<file path="src/cli_pkg.sv">
// Shared types and constants of the cyclic line intersection unit.
// Used by the controller, the datapath, the divider and the top level; no dependencies.
package cli_pkg;

    localparam int COORD_WIDTH_DEF = 32;
    localparam int FRAC_BITS_DEF   = 16;

    localparam logic [2:0] PROD_DET0  = 3'd0;
    localparam logic [2:0] PROD_DET1  = 3'd1;
    localparam logic [2:0] PROD_DX0   = 3'd2;
    localparam logic [2:0] PROD_DX1   = 3'd3;
    localparam logic [2:0] PROD_DY0   = 3'd4;
    localparam logic [2:0] PROD_DY1   = 3'd5;
    localparam logic [2:0] PROD_COUNT = 3'd6;

    localparam logic DIV_SEL_X = 1'b0;
    localparam logic DIV_SEL_Y = 1'b1;

    localparam logic PAIR_PREV_CUR  = 1'b0;
    localparam logic PAIR_CUR_FIRST = 1'b1;

    typedef struct packed {
        logic       load_cur;
        logic       load_first;
        logic       load_prev;
        logic       pair_sel;
        logic       mul_en;
        logic [2:0] mul_idx;
        logic       acc_en;
        logic [2:0] acc_idx;
        logic       div_start;
        logic       div_sel;
        logic       out_load;
        logic       out_closing;
    } cli_cmd_t;

    typedef struct packed {
        logic singular;
        logic div_busy;
        logic div_done;
    } cli_status_t;

endpackage

</file>
<file path="src/cli_ctrl.sv">
// Controller: sequences products, divisions and result transfers per line
// and keeps the run state. Depends on cli_pkg.
module cli_ctrl (
    input  logic                 aclk,
    input  logic                 aresetn,
    input  logic                 s_valid,
    input  logic                 s_last,
    output logic                 s_ready,
    input  logic                 m_ready,
    output logic                 m_valid,
    output cli_pkg::cli_cmd_t    cmd,
    input  cli_pkg::cli_status_t status
);

    localparam logic [2:0] ST_IDLE   = 3'd0;
    localparam logic [2:0] ST_MUL    = 3'd1;
    localparam logic [2:0] ST_DIVX   = 3'd2;
    localparam logic [2:0] ST_DIVX_W = 3'd3;
    localparam logic [2:0] ST_DIVY   = 3'd4;
    localparam logic [2:0] ST_DIVY_W = 3'd5;
    localparam logic [2:0] ST_OUT    = 3'd6;
    localparam logic [2:0] ST_FINISH = 3'd7;

    logic [2:0] state_reg, state_next;
    logic [2:0] step_reg, step_next;
    logic       last_reg, last_next;
    logic       closing_reg, closing_next;
    logic       have_prev_reg, have_prev_next;
    logic       out_valid_reg, out_valid_next;

    assign s_ready = (state_reg == ST_IDLE);
    assign m_valid = out_valid_reg;

    always_comb begin
        state_next     = state_reg;
        step_next      = step_reg;
        last_next      = last_reg;
        closing_next   = closing_reg;
        have_prev_next = have_prev_reg;
        cmd             = '0;
        cmd.pair_sel    = closing_reg ? cli_pkg::PAIR_CUR_FIRST : cli_pkg::PAIR_PREV_CUR;
        cmd.out_closing = closing_reg;
        cmd.div_sel     = cli_pkg::DIV_SEL_X;
        case (state_reg)
            ST_IDLE: begin
                if (s_valid) begin
                    cmd.load_cur   = 1'b1;
                    cmd.load_first = !have_prev_reg;
                    last_next      = s_last;
                    step_next      = '0;
                    if (have_prev_reg) begin
                        closing_next = 1'b0;
                        state_next   = ST_MUL;
                    end else if (s_last) begin
                        closing_next = 1'b1;
                        state_next   = ST_MUL;
                    end else begin
                        state_next = ST_FINISH;
                    end
                end
            end
            ST_MUL: begin
                cmd.mul_en  = (step_reg < cli_pkg::PROD_COUNT);
                cmd.mul_idx = step_reg;
                cmd.acc_en  = (step_reg != '0);
                cmd.acc_idx = step_reg - 3'd1;
                step_next   = step_reg + 3'd1;
                if (step_reg == cli_pkg::PROD_COUNT) begin
                    state_next = status.singular ? ST_OUT : ST_DIVX;
                end
            end
            ST_DIVX: begin
                cmd.div_start = 1'b1;
                state_next    = ST_DIVX_W;
            end
            ST_DIVX_W: begin
                if (status.div_done) begin
                    state_next = ST_DIVY;
                end
            end
            ST_DIVY: begin
                cmd.div_sel   = cli_pkg::DIV_SEL_Y;
                cmd.div_start = 1'b1;
                state_next    = ST_DIVY_W;
            end
            ST_DIVY_W: begin
                cmd.div_sel = cli_pkg::DIV_SEL_Y;
                if (status.div_done) begin
                    state_next = ST_OUT;
                end
            end
            ST_OUT: begin
                if (!out_valid_reg || m_ready) begin
                    cmd.out_load = 1'b1;
                    if (!closing_reg && last_reg) begin
                        closing_next = 1'b1;
                        step_next    = '0;
                        state_next   = ST_MUL;
                    end else begin
                        state_next = ST_FINISH;
                    end
                end
            end
            ST_FINISH: begin
                cmd.load_prev  = 1'b1;
                have_prev_next = !last_reg;
                state_next     = ST_IDLE;
            end
            default: begin
                state_next = ST_IDLE;
            end
        endcase
    end

    always_comb begin
        if (cmd.out_load) begin
            out_valid_next = 1'b1;
        end else if (m_ready) begin
            out_valid_next = 1'b0;
        end else begin
            out_valid_next = out_valid_reg;
        end
    end

    always_ff @(posedge aclk) begin
        if (!aresetn) begin
            state_reg     <= ST_IDLE;
            step_reg      <= '0;
            last_reg      <= 1'b0;
            closing_reg   <= 1'b0;
            have_prev_reg <= 1'b0;
            out_valid_reg <= 1'b0;
        end else begin
            state_reg     <= state_next;
            step_reg      <= step_next;
            last_reg      <= last_next;
            closing_reg   <= closing_next;
            have_prev_reg <= have_prev_next;
            out_valid_reg <= out_valid_next;
        end
    end

endmodule
</file>
<file path="config.mk">
export PLATFORM = sky130hd
export DESIGN_NAME = cli_ctrl
export DESIGN_NICKNAME = d
export VERILOG_FILES = /design/src/cli_pkg.sv /design/src/cli_ctrl.sv
export SDC_FILE = /design/constraint.sdc
export NUM_CORES = 1
export LEC_CHECK = 0
export BUFFER_PORTS_ARGS = -buffer_cell sky130_fd_sc_hd__buf_4
export CAP_MARGIN = 20
export CORE_ASPECT_RATIO = 1.1
export CORE_MARGIN = 4
export CORE_UTILIZATION = 34
export CTS_BUF_LIST = sky130_fd_sc_hd__clkbuf_2 sky130_fd_sc_hd__clkbuf_4 sky130_fd_sc_hd__clkbuf_8
export DETAILED_ROUTE_END_ITERATION = 10
export MAX_ROUTING_LAYER = met4
export PLACE_DENSITY = 0.66
export REMOVE_ABC_BUFFERS = 1
export SLEW_MARGIN = 20
export SYNTH_ARGS = -nofsm -noshare
export SYNTH_HDL_FRONTEND = slang
export SYNTH_SLANG_ARGS = --single-unit
</file>
<file path="constraint.sdc">
create_clock -name aclk -period 4.1 [get_ports aclk]
set_input_delay 0.41 -clock aclk [delete_from_list [all_inputs] [get_ports aclk]]
set_output_delay 0.41 -clock aclk [all_outputs]
set_load 0.005 [all_outputs]
</file>
Word-level counts from Yosys, hierarchy flattened
Cells that the tools add are included.
{"block": "word_totals", "register_bits": 10, "output_inout_bits": 18, "elab_cells": 72}
{"block": "op_classes", "n_addsub": 2, "magnitude_cmp": 1, "n_eq_ne": 15, "n_mux": 31, "reduce_logical": 17}
{"op": "two-way mux 3 bit", "count": 12}
{"op": "one-hot mux 3 bit (8 select lines)", "count": 1}
{"op": "equality test 3 bit (second input constant)", "count": 5}
{"op": "two-way mux 1 bit", "count": 13}
{"op": "!= test 2 bit (second input constant)", "count": 6}
{"op": "AND reduction 5 bit", "count": 2}
{"op": "one-hot mux 3 bit (3 select lines)", "count": 1}
{"op": "two-way mux 8 bit", "count": 1}
{"op": "equality test 3 x 2 -> 1 bit (second input constant)", "count": 2}
{"op": "nonzero test 3 bit", "count": 2}
{"op": "zero test 1 bit", "count": 4}
{"op": "two-way mux 2 bit", "count": 2}
{"op": "AND reduction 4 bit", "count": 1}
{"op": "nonzero test 2 bit", "count": 2}
{"op": "OR reduction 2 bit", "count": 2}
{"op": "adder 3 x 1 -> 3 bit (second input constant)", "count": 1}
{"op": "equality test 3 x 1 -> 1 bit (second input constant)", "count": 1}
{"op": "zero test 3 bit", "count": 1}
{"op": "less-than comparator 3 bit (second input constant)", "count": 1}
{"op": "!= test 3 x 2 -> 1 bit (second input constant)", "count": 1}
{"op": "subtractor 3 x 1 -> 3 bit (second input constant)", "count": 1}
{"op": "one-hot mux 1 bit (2 select lines)", "count": 1}
{"op": "AND reduction 2 bit", "count": 1}
{"op": "logical AND 1 bit", "count": 1}
{"op": "logical OR 1 bit", "count": 1}

Longest topological paths before layout
Gate-level depths: netlist (run 1).
{"block": "logic_depth", "ltp_word": 5, "mapped_depth": 5, "depth_no_buf": 5}

Worst setup path before layout (run 1)
OpenSTA, ideal clock, no wires.
{"block": "synth_path", "path_kind": "register to output", "startpoint": "register state_reg[2]", "endpoint": "output port cmd[14] in the netlist's numbering", "arrival_ns": 1.081, "required_time_ns": 3.690, "slack_ns": 2.609, "stages_incl_launch_ff": 5, "n_path_buf": 1, "cell_sequence": "dfxtp_1 -> buf_6 -> nor3_1 -> and2_2 -> nor2b_1"}
{"element": "start, declared", "line_no": "cli_ctrl.sv:24", "text": "logic [2:0] state_reg, state_next;"}
{"element": "start signal, assigned", "line_no": "cli_ctrl.sv:134", "text": "state_reg <= state_next;"}
{"element": "end, declared", "line_no": "cli_ctrl.sv:11", "text": "output cli_pkg::cli_cmd_t cmd,"}

==> flow_summary.ini, run 1 <==
[outcome]
status = complete, no violations

[worst_hold_path]
worstHoldStart = s_last
hp-class = primary input to flop
whs_path_depth = 3

[timing]
max_freq_ghz = 0.513
fin_crit_ns = 1.95
finalCritPeriodShare = 0.475
worstMarginPinSlew_ns = 0.466
clock_skew_ns = 0.000215
max-slew-margin-rel = 0.689
slew_violations = 0
setup_violations = 0
hold_viol = 0
setup_tns_ns = 0
rsz0062_at_grt = false

[critical_path]
cp-start-kind = flop
critPathLaunch = state_reg[0]
critPathMaxFanout = 12
crit_arrival_ns = 1.54
crit_type = flop to primary output
r2r_start = state_reg[1]
end_kind = primary output
cp_data_required_time_ns = 3.69
reg2reg_depth = 4

[cells_and_area]
fin_nets = 127
areaGrowthSynthToFinish_pct = 26.6
antennaDiodeCount = 0
final_common_cell = buf_4
drive_gt1_frac = 0.333
layout_common_cells = 24 x buf_4, 11 x nor2_1, 10 x dfxtp_1, 6 x inv_1, 6 x a21oi_1

[cts]
holdBufCountCts = 0
cts_buffers = 3
cts_resized = 0
cts_root_buffer = clkbuf_4
clkSlewWorstSetupHoldPaths_ns = 0.07
clock_sinks = 10
post-cts-setup-buffers = 0
cts_buffer_depth = 2
clkLatencyLatePin_ns = 0.26
cts_tree = done
cts_htree_levels = 1

[route]
wl_um = 1620
vias = 717
dr.pass1.iters = 2
drtIter0Drc = 8
wl_per_cell_um = 11.4
ant_nets = 0
via_per_inst = 5.05
drc_errors = 0

[logic_synthesis]
syn_area_sq_um = 743
synth_warnings = 0
netlist_instances = 94
synthDistinctLibCells = 39
avgSynthCellArea_sq_um = 7.91
synth_edf_count = 0
ys_seq_area_frac = 0.269
synthFlopType = dfxtp_1
synth_seq_cells = 10
async_reset_ff_frac = 0

[pwr]
ir_worst_vdd_mv = 0.298
power_mw = 0.608
p_leak_nw = 0.406
power.density_mw_per_mm2 = 646

[die]
dieArea_sq_mm = 0.00300
rows = 17
pin_count = 26
die-height_um = 57.0
die_w_um = 52.6
initial_utilization = 0.364
core_area_sq_mm = 0.00204

[placement]
port_buffers = 24
gp_congestion = 0.762
dpl.hpwl_um = 1270

[global_routing]
grt_pass1_vias = 676
grt_usage = 0.127
antenna_found_initial = 0
grt_start_max_net_pins = 16
grt_pass1_wl_um = 2970
grt_overflow_total = 0

[flow_run]
cap_violations = 0
## worst max-delay path: stages, from the launching register on
cell and delay (ns):
dfxtp_1 0.43, nor3_1 0.35, and2_2 0.24, nor2b_1 0.14
buf_4 0.12
## cells by family after synthesis
kind of cell,Yosys count,synth area share
AND/OR/NAND/NOR,36,0.244
AO/OA/AOI/OAI,27,0.279
buffers and inverters,14,0.103
flip-flops,10,0.269
adder cells (fa/ha/maj),4,0.0673
XOR/XNOR,2,0.0236
multiplexers,1,0.0135
## final timing paths
check | endpoint | slack [ns]
worst max-delay path | cmd[14] | 2.15
worst min-delay path | last_reg | 0.43
worst max register to register | step_reg[0] | 2.51
worst min register to register | last_reg | 0.54
## cell usage after synthesis (all sizes together) (2+ instances only)
library cell   n  area [sq um]
a21boi         2          15.0
a21oi          6          30.0
a22o           2          18.8
and2           3          21.3
buf            6          46.3
clkbuf         2          7.51
dfxtp         10           200
ha             4          50.1
inv            6          22.5
nand2          6          25.0
nand2b         2          12.5
nand3          3          15.0
nor2          11          41.3
nor2b          3          18.8
nor3           5          25.0
o21a           2          15.0
o21ai          4          20.0
o22ai          2          26.3
xnor2          2          17.5
## metal layers
layer	up-vias	part of all wire	global-route usage
li1	376	-	-
met1	315	0.47	0.163
met2	21	0.45	0.195
met3	5	0.071	0.0261
met4	0	0.013	0.0438
met5	-	0	-
## where the power goes
part           switching [mW]  internal (mW)
clock                  0.0353         0.0539
combinational           0.164          0.182
sequential             0.0514          0.122
total                   0.250          0.358
## layout make-up
class	count	area (sq um)
fillers	230	1100
multi-input cells	70	467
flip-flops and latches	10	200
repair buffers	24	180
clock buffers	4	36.3
well taps	28	35.0
inverters	6	22.5
## stage by stage
stage | instance area [sq um] | std cells | utilization | hold slack, ns | setup slack [ns]
floorplan | 689 | 86 | - | 0.501 | 2.60
global placement | 905 | 138 | 0.443 | 0.539 | 2.47
detailed placement | 905 | 138 | 0.443 | 0.533 | 2.46
CTS | 941 | 142 | 0.461 | 0.431 | 2.14
global route | 941 | 142 | 0.461 | 0.444 | 1.96
finish | 941 | 142 | 0.461 | 0.430 | 2.15
Power figures use the tool's default switching activity.
==> inputs of run 2 (changes only) <==
==> constraint.sdc (replaced) <==
create_clock -name aclk -period 2 [get_ports aclk]
set_input_delay 0.2 -clock aclk [delete_from_list [all_inputs] [get_ports aclk]]
set_output_delay 0.2 -clock aclk [all_outputs]
set_load 0.005 [all_outputs]
==> flow_summary.ini, run 2 (synthesized netlist as in run 1, its figures left out) <==
[outcome]
status = complete, no violations

[timing]
fin_crit_ns = 1.74
hold_viol = 0
max-slew-margin-rel = 0.693
finalCritPeriodShare = 0.871
clock_skew_ns = 0.00384
setup_tns_ns = 0
worstMarginPinSlew_ns = 0.460
slew_violations = 0
setup_violations = 0
max_freq_ghz = 0.574
rsz0062_at_grt = false

[die]
pin_count = 26
die-height_um = 57.0
die_w_um = 52.6
initial_utilization = 0.364
core_area_sq_mm = 0.00204
dieArea_sq_mm = 0.00300
rows = 17

[pwr]
ir_worst_vdd_mv = 0.563
p_leak_nw = 0.398
power.density_mw_per_mm2 = 1300

[route]
vias = 726
wl_per_cell_um = 11.5
dr.pass1.iters = 2
top_layer_used = met4
met1_length_um = 729
via_per_inst = 5.15
met3WireLength_um = 109
wl_met2_um = 768
drtIter0Drc = 10
ant_nets = 0
drc_errors = 0
wl_um = 1620

[critical_path]
slowest_delay_ns = 0.43
critical_path.top_delay_family = simple AND/OR/NAND/NOR gates
critPathBufInv = 1
cp_data_required_time_ns = 1.80
crit_type = flop to primary output
crit_arrival_ns = 1.54
cp-start-kind = flop
cp_slowest_cell = dfxtp_1
critPathMaxFanout = 12
crit_chain = nor3_1 -> and2_2 -> nor2b_1 -> buf_4
end_kind = primary output

[cts]
post-cts-setup-buffers = 0
cts_buffer_depth = 2
cts_buffers = 3
clkLatencyLatePin_ns = 0.27
cts_htree_levels = 1
clkSlewWorstSetupHoldPaths_ns = 0.07
cts_tree = done
clock_sinks = 10
holdBufCountCts = 0
cts_root_buffer = clkbuf_4
cts_resized = 0

[cells_and_area]
final_common_cell = buf_4
fin_nets = 127
areaGrowthSynthToFinish_pct = 24.7
final.fill_count = 227
layout_common_cells = 24 x buf_4, 11 x nor2_1, 10 x dfxtp_1, 6 x inv_1, 6 x a21oi_1
drive_gt1_frac = 0.327
fin_cells = 141
antennaDiodeCount = 0

[global_routing]
antenna_found_initial = 0
grt_overflow_total = 0
grt_start_max_net_pins = 16
grt_pass1_wl_um = 2950
grt_usage = 0.125
grt_pass1_vias = 734

[placement]
dp_cells = 138
dpl.hpwl_um = 1290
port_buffers = 24
gp_congestion = 0.761

[flow_run]
cap_violations = 0

[worst_hold_path]
hp-class = primary input to flop
run 2: worst reg2reg max path, cell delays in order, from the launching register on:
cell     delay, ns
dfxtp_1       0.61
or2_4         0.24
o22ai_4       0.10
o311a_2       0.38
o21a_1        0.16
run 2: cell type report:
type                    instances  area, sq um  share of cell area
multi-input cells              70          467               0.503
flip-flops and latches         10          200               0.216
repair buffers                 24          180               0.194
well taps                      28         35.0              0.0378
clock buffers                   3         22.5              0.0243
inverters                       6         22.5              0.0243
run 2: report_power, final:
group | switching (mW) | internal, mW
combinational | 0.335 | 0.373
clock | 0.0688 | 0.0695
sequential | 0.106 | 0.250
total | 0.510 | 0.692
run 2: path summary, 6_finish.rpt:
kind,start,to,slack [ns],cells past startpoint
min reg2reg,last_reg,last_reg,0.55,2
max,state_reg[0],cmd[14],0.26,4
max reg2reg,state_reg[1],step_reg[0],0.42,4
min,s_last,last_reg,0.23,3
run 2: routing by layer:
| layer | global-route usage | vias up |
|---|---|---|
| met2 | 0.206 | 21 |
| li1 | - | 373 |
| met4 | 0.0474 | 0 |
| met3 | 0.0209 | 3 |
| met5 | - | - |
| met1 | 0.151 | 329 |
run 2: through the flow:
step	hold WS (ns)	utilization	total power, mW	setup slack [ns]	instance area [sq um]
final	0.230	0.454	1.20	0.258	927
after global routing	0.241	0.454	1.33	0.110	927
after CTS	0.229	0.454	1.22	0.265	927
after detailed placement	0.499	0.443	1.08	0.440	905
after global placement	0.485	0.443	1.07	0.438	905
after floorplan	0.317	-	0.786	0.553	689
