**src/cli_pkg.sv**
```systemverilog
// Shared types and constants of the cyclic line intersection unit.
// Used by the controller, the datapath, the divider and the top level; no dependencies.
package cli_pkg;

    localparam int COORD_WIDTH_DEF = 32;
    localparam int FRAC_BITS_DEF   = 16;

    localparam logic [2:0] PROD_DET0  = 3'd0;
    localparam logic [2:0] PROD_DET1  = 3'd1;
    localparam logic [2:0] PROD_DX0   = 3'd2;
    localparam logic [2:0] PROD_DX1   = 3'd3;
    localparam logic [2:0] PROD_DY0   = 3'd4;
    localparam logic [2:0] PROD_DY1   = 3'd5;
    localparam logic [2:0] PROD_COUNT = 3'd6;

    localparam logic DIV_SEL_X = 1'b0;
    localparam logic DIV_SEL_Y = 1'b1;

    localparam logic PAIR_PREV_CUR  = 1'b0;
    localparam logic PAIR_CUR_FIRST = 1'b1;

    typedef struct packed {
        logic       load_cur;
        logic       load_first;
        logic       load_prev;
        logic       pair_sel;
        logic       mul_en;
        logic [2:0] mul_idx;
        logic       acc_en;
        logic [2:0] acc_idx;
        logic       div_start;
        logic       div_sel;
        logic       out_load;
        logic       out_closing;
    } cli_cmd_t;

    typedef struct packed {
        logic singular;
        logic div_busy;
        logic div_done;
    } cli_status_t;

endpackage

```
**src/cli_div.sv**
```systemverilog
// Iterative signed divider, one quotient bit per cycle, with saturation.
// Computes (num << FRAC_BITS) / den truncated toward zero; depends on cli_pkg.
module cli_div #(
    parameter int COORD_WIDTH = cli_pkg::COORD_WIDTH_DEF,
    parameter int FRAC_BITS   = cli_pkg::FRAC_BITS_DEF,
    localparam int AW = 2 * COORD_WIDTH + 1
) (
    input  logic                          aclk,
    input  logic                          aresetn,
    input  logic                          start,
    input  logic signed [AW-1:0]          num,
    input  logic signed [AW-1:0]          den,
    output logic                          busy,
    output logic                          done,
    output logic        [COORD_WIDTH-1:0] quot,
    output logic                          sat
);

    localparam int W  = COORD_WIDTH;
    localparam int NW = AW + FRAC_BITS;
    localparam int CW = $clog2(NW + 1);

    logic [CW-1:0] cnt_reg, cnt_next;
    logic          done_reg, done_next;
    logic [NW-1:0] n_reg, n_next;
    logic [AW-1:0] rem_reg, rem_next;
    logic [AW-1:0] d_reg, d_next;
    logic [W:0]    q_reg, q_next;
    logic          ovf_reg, ovf_next;
    logic          neg_reg, neg_next;

    logic [AW-1:0] num_mag, den_mag;
    logic [AW:0]   rem_sh, diff;
    logic          ge;
    logic [W:0]    lim, mag;

    assign num_mag = num[AW-1] ? AW'(-num) : AW'(num);
    assign den_mag = den[AW-1] ? AW'(-den) : AW'(den);
    assign rem_sh  = {rem_reg, n_reg[NW-1]};
    assign diff    = rem_sh - {1'b0, d_reg};
    assign ge      = rem_sh >= {1'b0, d_reg};

    always_comb begin
        cnt_next  = cnt_reg;
        done_next = 1'b0;
        n_next    = n_reg;
        rem_next  = rem_reg;
        d_next    = d_reg;
        q_next    = q_reg;
        ovf_next  = ovf_reg;
        neg_next  = neg_reg;
        if (start) begin
            cnt_next = CW'(NW);
            n_next   = NW'(num_mag) << FRAC_BITS;
            rem_next = '0;
            d_next   = den_mag;
            q_next   = '0;
            ovf_next = 1'b0;
            neg_next = num[AW-1] ^ den[AW-1];
        end else if (cnt_reg != '0) begin
            cnt_next  = cnt_reg - 1'b1;
            done_next = (cnt_reg == CW'(1));
            n_next    = n_reg << 1;
            rem_next  = ge ? diff[AW-1:0] : rem_sh[AW-1:0];
            q_next    = {q_reg[W-1:0], ge};
            ovf_next  = ovf_reg | q_reg[W];
        end
    end

    always_ff @(posedge aclk) begin
        if (!aresetn) begin
            cnt_reg  <= '0;
            done_reg <= 1'b0;
        end else begin
            cnt_reg  <= cnt_next;
            done_reg <= done_next;
        end
        n_reg   <= n_next;
        rem_reg <= rem_next;
        d_reg   <= d_next;
        q_reg   <= q_next;
        ovf_reg <= ovf_next;
        neg_reg <= neg_next;
    end

    assign lim  = neg_reg ? {2'b01, {(W-1){1'b0}}} : {2'b00, {(W-1){1'b1}}};
    assign sat  = ovf_reg || (q_reg > lim);
    assign mag  = sat ? lim : q_reg;
    assign quot = neg_reg ? W'(-mag[W-1:0]) : mag[W-1:0];
    assign busy = (cnt_reg != '0);
    assign done = done_reg;

endmodule

```
**src/cli_dpath.sv**
```systemverilog
// Datapath: line registers, shared multiplier, determinant accumulators,
// divider and result register. Depends on cli_pkg and cli_div.
module cli_dpath #(
    parameter int COORD_WIDTH = cli_pkg::COORD_WIDTH_DEF,
    parameter int FRAC_BITS   = cli_pkg::FRAC_BITS_DEF
) (
    input  logic                          aclk,
    input  logic                          aresetn,
    input  cli_pkg::cli_cmd_t             cmd,
    output cli_pkg::cli_status_t          status,
    input  logic signed [COORD_WIDTH-1:0] normal_x,
    input  logic signed [COORD_WIDTH-1:0] normal_y,
    input  logic signed [COORD_WIDTH-1:0] offset,
    output logic signed [COORD_WIDTH-1:0] point_x,
    output logic signed [COORD_WIDTH-1:0] point_y,
    output logic                          singular,
    output logic                          saturated,
    output logic                          end_of_polygon
);

    localparam int W  = COORD_WIDTH;
    localparam int AW = 2 * W + 1;

    logic signed [W-1:0] cur_nx_reg, cur_ny_reg, cur_b_reg;
    logic signed [W-1:0] first_nx_reg, first_ny_reg, first_b_reg;
    logic signed [W-1:0] prev_nx_reg, prev_ny_reg, prev_b_reg;
    logic signed [W-1:0] l0_nx, l0_ny, l0_b, l1_nx, l1_ny, l1_b;
    logic signed [W-1:0] op_a, op_b;
    logic signed [2*W-1:0] prod_reg;
    logic signed [AW-1:0]  ext;
    logic signed [AW-1:0]  det_reg, dx_reg, dy_reg;
    logic signed [W-1:0]   qx_reg, qy_reg;
    logic                  satx_reg, saty_reg;
    logic signed [W-1:0]   px_reg, py_reg;
    logic                  sing_reg, sat_reg, eop_reg;
    logic                  det_zero;
    logic                  div_busy, div_done, div_sat;
    logic        [W-1:0]   div_quot;

    always_comb begin
        if (cmd.pair_sel == cli_pkg::PAIR_CUR_FIRST) begin
            l0_nx = cur_nx_reg;   l0_ny = cur_ny_reg;   l0_b = cur_b_reg;
            l1_nx = first_nx_reg; l1_ny = first_ny_reg; l1_b = first_b_reg;
        end else begin
            l0_nx = prev_nx_reg;  l0_ny = prev_ny_reg;  l0_b = prev_b_reg;
            l1_nx = cur_nx_reg;   l1_ny = cur_ny_reg;   l1_b = cur_b_reg;
        end
    end

    always_comb begin
        case (cmd.mul_idx)
            cli_pkg::PROD_DET0: begin op_a = l0_nx; op_b = l1_ny; end
            cli_pkg::PROD_DET1: begin op_a = l0_ny; op_b = l1_nx; end
            cli_pkg::PROD_DX0:  begin op_a = l0_b;  op_b = l1_ny; end
            cli_pkg::PROD_DX1:  begin op_a = l1_b;  op_b = l0_ny; end
            cli_pkg::PROD_DY0:  begin op_a = l0_nx; op_b = l1_b;  end
            cli_pkg::PROD_DY1:  begin op_a = l1_nx; op_b = l0_b;  end
            default:            begin op_a = '0;    op_b = '0;    end
        endcase
    end

    assign ext      = {prod_reg[2*W-1], prod_reg};
    assign det_zero = (det_reg == '0);

    always_ff @(posedge aclk) begin
        if (cmd.load_cur) begin
            cur_nx_reg <= normal_x;
            cur_ny_reg <= normal_y;
            cur_b_reg  <= offset;
        end
        if (cmd.load_first) begin
            first_nx_reg <= normal_x;
            first_ny_reg <= normal_y;
            first_b_reg  <= offset;
        end
        if (cmd.load_prev) begin
            prev_nx_reg <= cur_nx_reg;
            prev_ny_reg <= cur_ny_reg;
            prev_b_reg  <= cur_b_reg;
        end
        if (cmd.mul_en) begin
            prod_reg <= op_a * op_b;
        end
        if (cmd.acc_en) begin
            case (cmd.acc_idx)
                cli_pkg::PROD_DET0: det_reg <= ext;
                cli_pkg::PROD_DET1: det_reg <= det_reg - ext;
                cli_pkg::PROD_DX0:  dx_reg  <= ext;
                cli_pkg::PROD_DX1:  dx_reg  <= dx_reg - ext;
                cli_pkg::PROD_DY0:  dy_reg  <= ext;
                cli_pkg::PROD_DY1:  dy_reg  <= dy_reg - ext;
                default: ;
            endcase
        end
        if (div_done) begin
            if (cmd.div_sel == cli_pkg::DIV_SEL_Y) begin
                qy_reg   <= div_quot;
                saty_reg <= div_sat;
            end else begin
                qx_reg   <= div_quot;
                satx_reg <= div_sat;
            end
        end
        if (cmd.out_load) begin
            px_reg   <= det_zero ? '0 : qx_reg;
            py_reg   <= det_zero ? '0 : qy_reg;
            sing_reg <= det_zero;
            sat_reg  <= !det_zero && (satx_reg || saty_reg);
            eop_reg  <= cmd.out_closing;
        end
    end

    cli_div #(
        .COORD_WIDTH (COORD_WIDTH),
        .FRAC_BITS   (FRAC_BITS)
    ) u_div (
        .aclk    (aclk),
        .aresetn (aresetn),
        .start   (cmd.div_start),
        .num     ((cmd.div_sel == cli_pkg::DIV_SEL_Y) ? dy_reg : dx_reg),
        .den     (det_reg),
        .busy    (div_busy),
        .done    (div_done),
        .quot    (div_quot),
        .sat     (div_sat)
    );

    assign status.singular = det_zero;
    assign status.div_busy = div_busy;
    assign status.div_done = div_done;

    assign point_x        = px_reg;
    assign point_y        = py_reg;
    assign singular       = sing_reg;
    assign saturated      = sat_reg;
    assign end_of_polygon = eop_reg;

endmodule

```
**config.mk**
```make
export PLATFORM = sky130hd
export DESIGN_NAME = cli_dpath
export DESIGN_NICKNAME = d
export VERILOG_FILES = /design/src/cli_pkg.sv /design/src/cli_div.sv /design/src/cli_dpath.sv
export SDC_FILE = /design/constraint.sdc
export NUM_CORES = 2
export LEC_CHECK = 0
export ABC_AREA = 1
export BUFFER_PORTS_ARGS = -buffer_cell sky130_fd_sc_hd__buf_2
export CAP_MARGIN = 20
export CORE_UTILIZATION = 30
export DETAILED_ROUTE_END_ITERATION = 10
export SKIP_LAST_GASP = 1
export SYNTH_ARGS = -nofsm -noshare
export SYNTH_HDL_FRONTEND = slang
export SYNTH_SLANG_ARGS = --single-unit
export TNS_END_PERCENT = 5
```
**constraint.sdc**
```tcl
create_clock -name aclk -period 29.3 [get_ports aclk]
set_input_delay 4.395 -clock aclk [delete_from_list [all_inputs] [get_ports aclk]]
set_output_delay 4.395 -clock aclk [all_outputs]
set_load 0.02 [all_outputs]
```
* Word-level counts from Yosys, hierarchy flattened *
Index checks and enable logic that the tools add are counted.
Widths: inputs -> output; s select.

storage, ports and cells
  register bits = 918
  output and inout bits = 70
  word-level logic and storage cells = 102
  input port bits = 114

operators by class
  $lt $le $gt $ge = 2
  mux-type cells = 22
  bitwise logic cells = 5
  multiply operators = 1
  add/subtract/negate cells = 8
  reduce and logical (&&, ||, !) cells = 21
  equal/unequal tests = 11

operator list
  cell                 count
  $pmux 65 s2          3
  $pmux 32 s5          2
  $mux 32              9
  $mux 65              3
  $sub 65x64->65       3
  $mux 81              2
  $neg 65->65          2
  $ge 66x65->1         1
  $logic_not 65->1     1
  $sub 65x65->65       1
  $mul 32x32->64       1
  $mux 64              1
  $gt 33x32->1         1
  $neg 32->32          1
  $mux 7               2
  $eq 3x2->1 const B   4
  $eq 3x3->1 const B   4
  $reduce_and 2->1     5
  $reduce_bool 2->1    4
  $eq 7x1->1 const B   1
  $reduce_bool 7->1    1
  $sub 7x1->7 const B  1
  $eq 3x1->1 const B   2
  $logic_not 3->1      2
  8 further kinds      13

* Longest topological paths before layout *
  depth in word-level cells = 6
  gate-level depth with buffers = 42
  depth with buffers taken out = 39

* Modules after synthesis *
From an unflattened synthesis, not the netlist that was laid out.

unflattened totals
  cell total of the unflattened synthesis = 13,422
  area total of the unflattened synthesis = 102,100.4 µm²

modules (own cells, without submodules)
  module     times used  cells an instance  area each (µm²)
  cli_dpath  1           10,600             82,671.8
  cli_div    1           2,822              19,428.6

* Least setup slack after synthesis *
No wires, ideal clock.

  kind = input-to-reg
  from = input port cmd[12] (netlist bit)
  to = register prod_reg[56] (data pin)
  setup slack = 16.851 ns
  cell stages on the path = 33
  setup time = 0.276 ns
  data arrival time = 12.173 ns
  path through = inv_2 > buf_2 > buf_2 > buf_1 > nand2_1 > nand2_1 > nand2_1 > o211ai_1 > nor3_2 > inv_1 > clkbuf_1 > nand2_1 > fa_1 > fa_1 > inv_1 > fa_1 > inv_1 > fa_1 > fa_1 > inv_1 > fa_1 > inv_1 > fa_1 > inv_1 > fa_1 > ha_1 > nand2_1 > nor2_1 > inv_1 > nor2_1 > inv_1 > o311ai_0 > xor2_1

on the way
  cells in the longest elaborated chain, start to end = 3
  elaborated cells on any way between the ends = 9
  classes of those cells = 1 x mul; 8 x mux

ends and longest elaborated chain
  item                    RTL line         text
  start: declaration      cli_dpath.sv:9   input cli_pkg::cli_cmd_t cmd,
  $mux 32                 cli_dpath.sv:41  if (cmd.pair_sel == cli_pkg::PAIR_CUR_FIRST) begin
  $pmux 32 s5             cli_dpath.sv:51  case (cmd.mul_idx)
  $mul 32x32->64 (*)      cli_dpath.sv:82  prod_reg <= op_a * op_b;
  end signal: assignment  cli_dpath.sv:82
  end: declaration        cli_dpath.sv:29  logic signed [2*W-1:0] prod_reg;

Every way passes the cells marked *; elsewhere a longest branch is shown, timed or not.
A chain may end at the register's enable or synchronous reset.

* Worst setup path in the final report *
  from = input port cmd[12] (netlist bit)
  to = register prod_reg[63] (data pin)

The elaborated chain is that of the path after synthesis.

==> flow_summary.json <==
{
  "slew_viol_final": 0,
  "drc": 0,
  "use_met3_pct": 3.24,
  "dp_hpwl_mm": 264,
  "dpl_cell_area_sq_um": 103000,
  "gp_congestion": 0.981,
  "syn2layout_area_growth_pct": 10.2,
  "r2r-start": "cur_b_reg[9]",
  "path_clk_slew_ns": 0.06,
  "fmax_mhz": 70.0,
  "antenna_found_initial": 13,
  "core_area_sq_um": 319000,
  "first_iter_violations": 7141,
  "fin_nets": 13600,
  "whs_path_depth": 0,
  "die_w_microns": 569,
  "multiInputGateArea_sq_um": 59900,
  "num_rows": 207,
  "worstPathRequired_ns": 29.84,
  "slew-limit-headroom_pct": 24.9,
  "ff2ff_setup_slack_ns": 19.59,
  "worst-r2r-cell-count": 28,
  "first_pass_iters": 6,
  "wl_per_cell_microns": 20.8,
  "path_max_fanout": 91,
  "grt.busiest_layer": "met2",
  "synth_area_leaders": "edfxtp_1 25%, fa_1 23%, inv_1 8.8%, nand2_1 8.0%, nor2_1 6.3%",
  "synth_top_area_cell": "edfxtp_1",
  "grt_max_degree": 92,
  "clock-sinks": 918,
  "grt_pass1_wl_mm": 510,
  "hp-class": "reg2reg",
  "ant_nets": 0,
  "min_to": "prev_nx_reg[18]",
  "criticalPathCategory": "in2reg",
  "cts_tree": "built",
  "cpPeakStageDelay_ns": 0.77,
  "synth_fp_nets": 13600,
  "ctsHtreeMaxLevel": 3,
  "critPathLaunchType": "input pin",
  "io_buffers": 183,
  "outcome": "complete, no violations",
  "tightest_slew_ns": 1.13,
  "wl_mm": 340,
  "cts_buffer_depth": 4,
  "die_y_microns": 569,
  "hold_viol": 0,
  "avgSynthCellArea_sq_um": 8.13,
  "numCtsBuffers": 114,
  "initial_core_util_pct": 30.3,
  "io_pins": 184,
  "netlist_area_sq_um": 96600,
  "synthCells": 11900,
  "worstPathArrival_ns": 14.83,
  "finalInstanceArea_sq_um": 106000,
  "synth-seq-area-share_pct": 27.4,
  "die_area_sq_um": 324000,
  "postCtsResizedCells": 0,
  "min_from": "cur_nx_reg[18]",
  "n_fill_cell": 33800,
  "final_util_pct": 33.4,
  "grt_pass1_vias": 81300,
  "drive_gt1_share_pct": 6.66,
  "fin_skew_ns": 0.176,
  "ys_ff_latch": 918,
  "vias": 81000,
  "yosysMostFrequentCell": "inv_1",
  "synth.distinct_cells": 73,
  "setup-tns-final_ns": 0,
  "grt_use_total_pct": 20.7,
  "grt_overflow": 0,
  "use_met2_pct": 34.1,
  "synth-async-reset-ratio_pct": 0,
  "finalCritPeriodShare_pct": 48.8,
  "seq_area_sq_um": 26500,
  "worstSkewPairLatency_ns": 0.93,
  "synth.top_cell.area_share_pct": 25.2,
  "synth_flop_cell": "edfxtp_1",
  "yosys_warnings": 0,
  "cpMostUsedCell": "fa_1",
  "fin_crit_ns": 14.29,
  "maxCapViolCount": 0,
  "cpMaxStageDelayCell": "clkinv_1",
  "synth_edf_count": 811,
  "cts_hold_buf": 0,
  "synthTopCellsByCount": "2268 x inv_1, 2071 x nand2_1, 1613 x nor2_1, 1086 x fa_1, 811 x edfxtp_1",
  "viasPerCell": 4.96,
  "crit_path_end_kind": "register",
  "cts_root_buf": "clkbuf_16",
  "setup_viol": 0,
  "cts_setup_buffers": 0,
  "met1_usage_pct": 27.3,
  "r2r-end": "prod_reg[62]",
  "rsz0062_at_grt": "false"
}
worst max path at each step:
stage	cells after the start	to	from	slack, ns
5_1_grt	37	prod_reg[55]	cmd[12]	14.48
2_1_floorplan	33	prod_reg[56]	cmd[12]	16.85
4_1_cts	37	prod_reg[63]	cmd[12]	15.17
3_3_place_gp	34	prod_reg[63]	cmd[12]	14.27
3_5_place_dp	37	prod_reg[63]	cmd[12]	14.33
6_report	37	prod_reg[63]	cmd[12]	15.01
cells by family after synthesis:
| family | synth area share, % |
|---|---|
| AND/OR/NAND/NOR | 19.5 |
| buffers and inverters | 10.8 |
| AO/OA/AOI/OAI | 10.5 |
| adder cells (fa/ha/maj) | 28.7 |
| flip-flops | 27.4 |
| XOR/XNOR | 2.89 |
| multiplexers | 0.179 |
final cells by class:
class	instances	share of cell area [%]
tap	4284	5.03
clock buffer	134	2.82
timing repair buffer	328	1.90
multi-input combinational	8263	56.3
clock inverter	75	0.844
sequential	918	24.9
antenna	5	0.0118
inverter	2325	8.20
metal layers:
layer  vias to the layer above  wire [microns]
li1                      37700               -
met1                     39500          144000
met2                      3182          155000
met3                       638           26400
met4                         0           14300
met5                         -               0
stage by stage:
| stage | hold slack [ns] | setup slack [ns] | instances |
|---|---|---|---|
| detailed placement | 0.432 | 14.33 | 16100 |
| global placement | 0.430 | 14.27 | 16100 |
| CTS | 0.440 | 15.17 | 16300 |
| global route | 0.444 | 14.48 | 16300 |
| finish | 0.432 | 15.01 | 16300 |
| floorplan | 0.426 | 16.85 | 11900 |
worst max-delay path: cells and delay by family:
| kind | cells | cell delay, ns |
|---|---|---|
| AND/OR/NAND/NOR | 10 | 1.35 |
| XOR/XNOR | 1 | 0.14 |
| buffers and inverters | 10 | 2.78 |
| AO/OA/AOI/OAI | 7 | 1.71 |
| adder cells (fa/ha/maj) | 9 | 4.31 |
placed cells by master, fill, tap and decap left out, drive strengths merged, types with 31 or more instances in the layout:
cell type  instances
inv             2308
ha               479
buf              327
a21o              47
edfxtp           811
a21oi            610
nor3             142
nand2           2088
nor2            1643
nand4             56
o21ai            861
nand3            378
or2              101
xnor2            110
clkinv            60
o211ai            31
fa              1086
o21a              39
a31oi            106
xor2             209
clkbuf           134
nor4              66
dfxtp            107
Power is not shown: default switching activity piles up to over one toggle a cycle in this logic, so the estimate is an artifact.
